$ cat src/sv/dcpc_pkg.sv
// ---------------------------------------------------------------------------
// dcpc_pkg
// Shared widths, reset values, register codes and control bundles for the
// depth-to-color point cloud unit.
// ---------------------------------------------------------------------------
package dcpc_pkg;

   // payload widths
   localparam int DEPTH_W    = 32;
   localparam int COLOR_W    = 8;
   localparam int POINT_W    = 48;
   localparam int Q_FRAC     = 16;
   localparam int CFG_W      = 32;
   localparam int SIZE_W     = 13;
   localparam int PROD_W     = 64;
   localparam int QUO_W      = 48;
   localparam int QCNT_W     = $clog2(QUO_W + 1);

   // register port
   localparam int CSR_ADDR_W = 5;
   localparam int CSR_DATA_W = 32;

   // register reset values
   localparam logic [CFG_W-1:0]  FOCAL_X_RST  = 32'd31535923;
   localparam logic [CFG_W-1:0]  FOCAL_Y_RST  = 32'd31457280;
   localparam logic [CFG_W-1:0]  CENTER_X_RST = 32'd20938752;
   localparam logic [CFG_W-1:0]  CENTER_Y_RST = 32'd15695872;
   localparam logic [SIZE_W-1:0] WIDTH_RST    = 13'd640;
   localparam logic [SIZE_W-1:0] HEIGHT_RST   = 13'd480;

   // saturation bounds of a signed 48-bit coordinate (as magnitudes)
   localparam logic [POINT_W-1:0] POS_LIMIT = 48'h7FFF_FFFF_FFFF;
   localparam logic [POINT_W-1:0] NEG_LIMIT = 48'h8000_0000_0000;

   // register index (byte address / 4)
   typedef enum logic [2:0] {
      REG_FOCAL_X,
      REG_FOCAL_Y,
      REG_CENTER_X,
      REG_CENTER_Y,
      REG_IMAGE_WIDTH,
      REG_IMAGE_HEIGHT
   } reg_idx_type;

   typedef struct packed {
      logic [CFG_W-1:0]  focal_x;
      logic [CFG_W-1:0]  focal_y;
      logic [CFG_W-1:0]  center_x;
      logic [CFG_W-1:0]  center_y;
      logic [SIZE_W-1:0] image_width;
      logic [SIZE_W-1:0] image_height;
   } cfg_type;

   // controller -> datapath
   typedef struct packed {
      logic accept;    // input beat taken this cycle
      logic mul;       // form both products
      logic start;     // launch both dividers
      logic load_out;  // move finished point into output register
   } cmd_type;

   // datapath -> controller
   typedef struct packed {
      logic missing;   // incoming pixel has zero depth
      logic busy;      // a divider is still iterating
      logic out_free;  // output register can take a point this cycle
   } status_type;

endpackage

$ cat src/sv/dcpc_ctrl.sv
// ---------------------------------------------------------------------------
// dcpc_ctrl
// Sequencer for one pixel: take beat, multiply, divide, hand off result.
// ---------------------------------------------------------------------------
module dcpc_ctrl import dcpc_pkg::*; (
   input  logic       clock,
   input  logic       reset,
   input  logic       req_valid,
   output logic       req_ready,
   input  status_type status,
   output cmd_type    cmd
);

   typedef enum logic [2:0] {
      S_IDLE,
      S_MUL,
      S_START,
      S_WAIT,
      S_OUT
   } state_type;

   state_type state_ff;
   logic      ready_ff;

   assign req_ready    = ready_ff;
   assign cmd.accept   = req_valid && ready_ff;
   assign cmd.mul      = state_ff == S_MUL;
   assign cmd.start    = state_ff == S_START;
   assign cmd.load_out = (state_ff == S_OUT) && status.out_free;

   always_ff @(posedge clock) begin
      if (reset) begin
         state_ff <= S_IDLE;
         ready_ff <= 1'b1;
      end else begin
         unique case (state_ff)
            S_IDLE: begin
               // zero-depth pixels only advance the raster position
               if (req_valid && ready_ff && !status.missing) begin
                  state_ff <= S_MUL;
                  ready_ff <= 1'b0;
               end
            end
            S_MUL:   state_ff <= S_START;
            S_START: state_ff <= S_WAIT;
            S_WAIT: begin
               if (!status.busy) begin
                  state_ff <= S_OUT;
               end
            end
            S_OUT: begin
               if (status.out_free) begin
                  state_ff <= S_IDLE;
                  ready_ff <= 1'b1;
               end
            end
            default: begin
               state_ff <= S_IDLE;
               ready_ff <= 1'b1;
            end
         endcase
      end
   end

endmodule

$ cat config.mk
export PLATFORM = sky130hd
export DESIGN_NAME = dcpc_ctrl
export DESIGN_NICKNAME = d
export VERILOG_FILES = /design/src/sv/dcpc_pkg.sv /design/src/sv/dcpc_ctrl.sv
export SDC_FILE = /design/constraint.sdc
export NUM_CORES = 1
export LEC_CHECK = 0
export BUFFER_PORTS_ARGS = -buffer_cell sky130_fd_sc_hd__buf_2
export CAP_MARGIN = 15
export CORE_AREA = 5 5 42 44
export CTS_CLUSTER_DIAMETER = 30
export DETAILED_ROUTE_END_ITERATION = 7
export DIE_AREA = 0 0 47 49
export PLACE_DENSITY = 0.45
export SLEW_MARGIN = 15
export SYNTH_ARGS = -nofsm -noshare
export SYNTH_HDL_FRONTEND = slang
export SYNTH_SLANG_ARGS = --single-unit
$ cat constraint.sdc
create_clock -name clock -period 1.2 [get_ports clock]
set_input_delay 0.18 -clock clock [delete_from_list [all_inputs] [get_ports clock]]
set_output_delay 0.18 -clock clock [all_outputs]
set_load 0.005 [all_outputs]
==> run_results.csv, run 1 <==
group,metric,value,unit
route,drt-total-wl,562,µm
synthesis,ys_top_cells_by_count,"dfxtp_1, nand2_1, nor2_1",
setup_path,reg2reg_to,"state_ff[0]",
synthesis,synth_area_leaders,"dfxtp_1, a2111oi_2, nor3b_1",
synthesis,postSynthAreaPerCell,9.03,µm²
timing,drv_slew,0,
power,powerDensity,1150,nW/µm²
floorplan,die_area,2300,µm²
cells_and_area,areaGrowthSynthToFinish,71.1,%
route,antenna_left,0,
floorplan,fp.coreArea,1400,µm²
floorplan,die_h,49,µm
hold_path,worstHoldEndpoint,"state_ff[0]",
clocking,htree_levels,1,
floorplan,rows,14,
grt,grt_pass1_wl,924,µm
hold_path,worstHoldStart,"reset",
timing,max-slew-margin-rel,82.1,%
grt,grt_pass1_vias,225,
route,drtIter0Drc,1,
floorplan,pin_count,11,
cells_and_area,n_fill_cell,168,
power,p_leak,0.165,nW
run,drv_cap,0,
clocking,hold_buffers,0,
synthesis,synth.most_common_cell,"dfxtp_1",
power,peakVddDrop,0.000429,V
clocking,cts_buffers,3,
floorplan,fp.dieW,47,µm
route,vias,231,
synthesis,synth.top_cell.area_share,38.6,%
power,power.total,0.409,mW
cells_and_area,antenna_cells,0,
synthesis,synth-edff-count,0,
timing,fmax,0.856,GHz
placed_design,place.gp.congestion,0.682,
synthesis,async_flop_share,0,%
setup_path,critPathArrivalTime,990,ps
synthesis,netlist_area,208,µm²
placed_design,numPortBuffers,10,
synthesis,yosysUniqueCellTypes,15,
setup_path,critPathLaunchType,"flip-flop",
cells_and_area,drive_above_1_share,57.9,%
timing,setup_violations,0,
route,drcViolationCount,0,
grt,antenna_found_initial,0,
synthesis,ys_warn_count,0,
cells_and_area,fin_nets,46,
synthesis,netlist_instances,23,
clocking,cts.sink_count,4,
grt,grt_util_all_layers,6.06,%
cells_and_area,post-route-util,25.4,%
synthesis,syn-num-nets,29,
route,vias_per_cell,4.28,
timing,tightest_slew,264,ps
synthesis,synth_seq_cells,4,
setup_path,reg2regPathDepth,3,
hold_path,hold_class,"primary input to flip-flop",
run_status,outcome,"finished, final reports clean",
hold_path,hold_depth,2,
clocking,cts_tree,"built",
grt,grt_max_degree,9,
setup_path,r2r_slack,160,ps
timing,rsz0062_at_grt,"yes",
synthesis,yosysSeqAreaShare,38.6,%
clocking,cts_setup_buffers,0,
setup_path,critical_path_class,"flip-flop to output pin",
setup_path,crit_path_end_kind,"output pin",
clocking,clockRootBuffer,"clkbuf_4",
clocking,worstSkewPairLatency,240,ps
setup_path,r2r-start,"state_ff[2]",
setup_path,startpoint,"state_ff[1]",
synthesis,yosysTopAreaCell,"dfxtp_1",
timing,hold_violations,0,
clocking,path_clk_slew,40,ps
timing,min_period,1170,ps
floorplan,start_util,14.8,%
timing,period_share,97.4,%
route,wl_per_cell,10.4,µm
clocking,clockBufferDepth,2,
synthesis,synth_flop_cell,"dfxtp_1",
timing,clock_skew,2.58,ps
grt,grt_remaining_overflow,0,
placed_design,dp_hpwl,397,µm
route,firstDrtPassIters,2,
cells_and_area,multi_input_area,143,µm²
cells_and_area,seq_area,82.6,µm²
setup_path,worst_ep_required_time,1020,ps
setup_path,cp_max_fo,5,
metrics by stage:
stage	instance area (µm²)	instances	setup WS [ps]	hold WS [ps]	TNS [ps]
floorplan	208	23	67.2	249	0
global placement	295	51	133	410	0
global route	355	54	-51.7	171	-124
detailed placement	295	51	107	411	0
finish	355	54	31.3	165	0
CTS	330	54	-16.2	161	-16.2
state kept, by name (all words and copies together), names as in the netlist:
signal / flops
state_ff: 3
req_ready: 1
cells by family (layout without fill, tap and decap cells):
group	count (synthesis)	count (layout)	synth area share (%)
AND/OR/NAND/NOR	14	14	42.2
flip-flops	4	4	38.6
AO/OA/AOI/OAI	3	3	15.1
buffers and inverters	2	17	4.21
critical path, cell delays in order (launching register included):
cell	delay, ps
dfxtp_2	330
nor2_4	140
and3_1	170
buf_2	110
area by class of cell:
| class | instances | area share (%) |
|---|---|---|
| Multi-Input combinational cell | 17 | 40.1 |
| Timing Repair Buffer | 13 | 23.6 |
| Sequential cell | 4 | 23.2 |
| Clock buffer | 3 | 6.34 |
| Tap cell | 16 | 5.63 |
| Inverter | 1 | 1.06 |
layout by cell type, fill, tap and decap left out, drive strengths merged:
| cell | synthesis | layout |
|---|---|---|
| a2111oi | 1 | 1 |
| a221o | 1 | 1 |
| a31oi | 1 | 1 |
| and2 | 1 | 1 |
| and3 | 1 | 1 |
| and3b | 1 | 1 |
| and4bb | 1 | 1 |
| buf | 1 | 13 |
| clkbuf | 0 | 3 |
| dfxtp | 4 | 4 |
| inv | 1 | 1 |
| nand2 | 3 | 3 |
| nor2 | 3 | 3 |
| nor3b | 2 | 2 |
| nor4 | 1 | 1 |
| nor4bb | 1 | 1 |
worst max path at each step:
stage          slack [ps]  depth (start not counted)   endpoint
2_1_floorplan          70                          4  req_ready
3_3_place_gp          130                          3  req_ready
3_5_place_dp          110                          3  req_ready
4_1_cts               -20                          3     cmd[0]
5_1_grt               -50                          3     cmd[1]
6_report               30                          3     cmd[0]
metal layers:
metal  vias up  GRT usage (%)  part of all wire (%)
li1        118              -                     -
met1        98           7.28                    49
met2        13           6.11                    35
met3         2           5.17                    15
met4         0           5.53                   1.2
met5         -              0                     0
timing repair:
item	CTS	global route
gates resized for setup	4	6
gates cloned	0	0
pin swaps	0	1
setup endpoints to repair	2	3
where the power goes:
group	switching [mW]	internal [mW]
Clock	0.0573	0.112
Sequential	0.00932	0.144
Combinational	0.0368	0.0492
Total	0.103	0.305
Note: power is estimated with default switching activity, not from simulation.
==> run 2, diff against run 1 <==
--- a/config.mk
+++ b/config.mk
@@ -5,13 +5,13 @@
 export SDC_FILE = /design/constraint.sdc
 export NUM_CORES = 1
 export LEC_CHECK = 0
-export BUFFER_PORTS_ARGS = -buffer_cell sky130_fd_sc_hd__buf_2
 export CAP_MARGIN = 15
 export CORE_AREA = 5 5 42 44
 export CTS_CLUSTER_DIAMETER = 30
 export DETAILED_ROUTE_END_ITERATION = 7
 export DIE_AREA = 0 0 47 49
-export PLACE_DENSITY = 0.45
+export DONT_BUFFER_PORTS = 1
+export PLACE_DENSITY = 0.38
 export SLEW_MARGIN = 15
 export SYNTH_ARGS = -nofsm -noshare
 export SYNTH_HDL_FRONTEND = slang
==> run 2 against run 1 <==
Effect of this change: clock power decreased by 4%; via count decreased by 15%; sequential power about the same; clock skew about the same; clock-buffer cell count unchanged; non-clock buffer count decreased by 9; setup slack improved by 39 ps; sequential cell count unchanged; wire length decreased by 5.5%; critical path depth decreased by 1; maximum frequency increased by 3.4%.
==> run_results.csv, run 2 (synthesized netlist as in run 1, its figures left out) <==
group,metric,value,unit
route,wl_per_cell,11.8,µm
clocking,htree_levels,1,
grt,grt_util_all_layers,6.06,%
route,vias_per_cell,4.38,
power,p_leak,0.125,nW
timing,max-slew-margin-rel,83.4,%
grt,antenna_found_initial,0,
floorplan,die_h,49,µm
grt,grt_pass1_vias,221,
timing,hold_violations,0,
clocking,cts.sink_count,4,
clocking,worstSkewPairLatency,230,ps
setup_path,critPathArrivalTime,950,ps
floorplan,pin_count,11,
cells_and_area,fin_nets,37,
route,drcViolationCount,0,
clocking,clockBufferDepth,2,
setup_path,r2r-start,"req_ready",
setup_path,crit_chain,"buf_4 -> nor3b_2",
clocking,clockRootBuffer,"clkbuf_4",
placed_design,dp_hpwl,395,µm
timing,tightest_slew,246,ps
grt,grt_pass1_wl,972,µm
power,peakVddDrop,0.000697,V
cells_and_area,antenna_cells,0,
clocking,cts_tree,"built",
timing,fmax,0.885,GHz
run,drv_cap,0,
cells_and_area,seq_area,81.3,µm²
hold_path,hold_class,"primary input to flip-flop",
grt,grt_max_degree,9,
setup_path,critical_path_class,"flip-flop to output pin",
timing,clock_skew,2.53,ps
floorplan,fp.coreArea,1400,µm²
cells_and_area,n_fill_cell,160,
placed_design,place.gp.congestion,0.684,
clocking,path_clk_slew,40,ps
timing,min_period,1130,ps
timing,setup_violations,0,
floorplan,fp.dieW,47,µm
cells_and_area,layout_common_cells,"nand2_1, clkbuf_4, buf_4, dfxtp_1",
route,antenna_left,0,
clocking,cts_setup_buffers,0,
route,firstDrtPassIters,3,
timing,rsz0062_at_grt,"yes",
floorplan,die_area,2300,µm²
setup_path,crit_path_end_kind,"output pin",
cells_and_area,multi_input_area,136,µm²
setup_path,worst_ep_required_time,1020,ps
setup_path,cpPeakStageDelay,360,ps
setup_path,cp_max_fo,6,
route,drtIter0Drc,1,
floorplan,rows,14,
setup_path,cp_top_family,"flip-flops",
cells_and_area,drive_above_1_share,37.9,%
timing,timing.hold.ws,20.1,ps
cells_and_area,areaGrowthSynthToFinish,42.8,%
route,vias,197,
setup_path,critPathLaunchType,"flip-flop",
run_status,outcome,"finished, final reports clean",
cells_and_area,largest_reg_flops,3,
timing,drv_slew,0,
placed_design,numPortBuffers,0,
hold_path,worstHoldStart,"reset",
floorplan,start_util,14.8,%
setup_path,startpoint,"state_ff[1]",
timing,period_share,94.2,%
setup_path,worst-path-buf-inv,1,
power,powerDensity,1270,nW/µm²
cells_and_area,regMostFlops,"state_ff",
cells_and_area,post-route-util,21.2,%
route,drt-total-wl,531,µm
clocking,cts_buffers,3,
grt,grt_remaining_overflow,0,
setup_path,cpMaxStageDelayCell,"dfxtp_1",
==> run 2: area by class of cell <==
class | instances | area share [%]
clock buffer | 3 | 7.59
inverter | 1 | 1.27
multi-input combinational | 17 | 46.0
sequential | 4 | 27.4
tap | 16 | 6.75
timing repair buffer | 4 | 11.0
==> run 2: where the power goes <==
group | total (mW) | internal [mW] | switching, mW
Sequential | 0.153 | 0.144 | 0.00917
Combinational | 0.0608 | 0.0324 | 0.0283
Clock | 0.163 | 0.112 | 0.0513
==> run 2: repair_timing <==
| action | 4_1_cts | 5_1_grt |
|---|---|---|
| hold buffers | 0 | 1 |
| hold endpoints to repair | 0 | 1 |
| setup endpoints to repair | 1 | 4 |
| gates resized for setup | 1 | 4 |
==> run 2: worst paths after layout <==
kind                 end  slack (ps)  cells after the start
max reg2reg    req_ready         160                      3
min          state_ff[2]          20                      1
min reg2reg    req_ready         520                      1
max               cmd[1]          70                      2
==> run 2: metal layers <==
metal  GRT usage, %  vias up  share of wire (%)  wire length (µm)
met5              0        -                  0                 0
met4              0        0                  0                 0
met3           9.59        0                 23               122
met2           5.88       13                 31               163
met1           7.49       86                 46               246
li1               -       98                  -                 -
==> run 2: through the flow <==
step | instance area [µm²] | setup WS (ps) | power [mW] | cells | TNS (ps)
floorplan | 208 | 67.2 | 0.187 | 23 | 0
global route | 297 | -1.63 | 0.416 | 45 | -1.63
finish | 297 | 69.9 | 0.377 | 45 | 0
CTS | 270 | 16.1 | 0.378 | 44 | 0
global placement | 245 | 122 | 0.201 | 41 | 0
detailed placement | 245 | 102 | 0.203 | 41 | 0
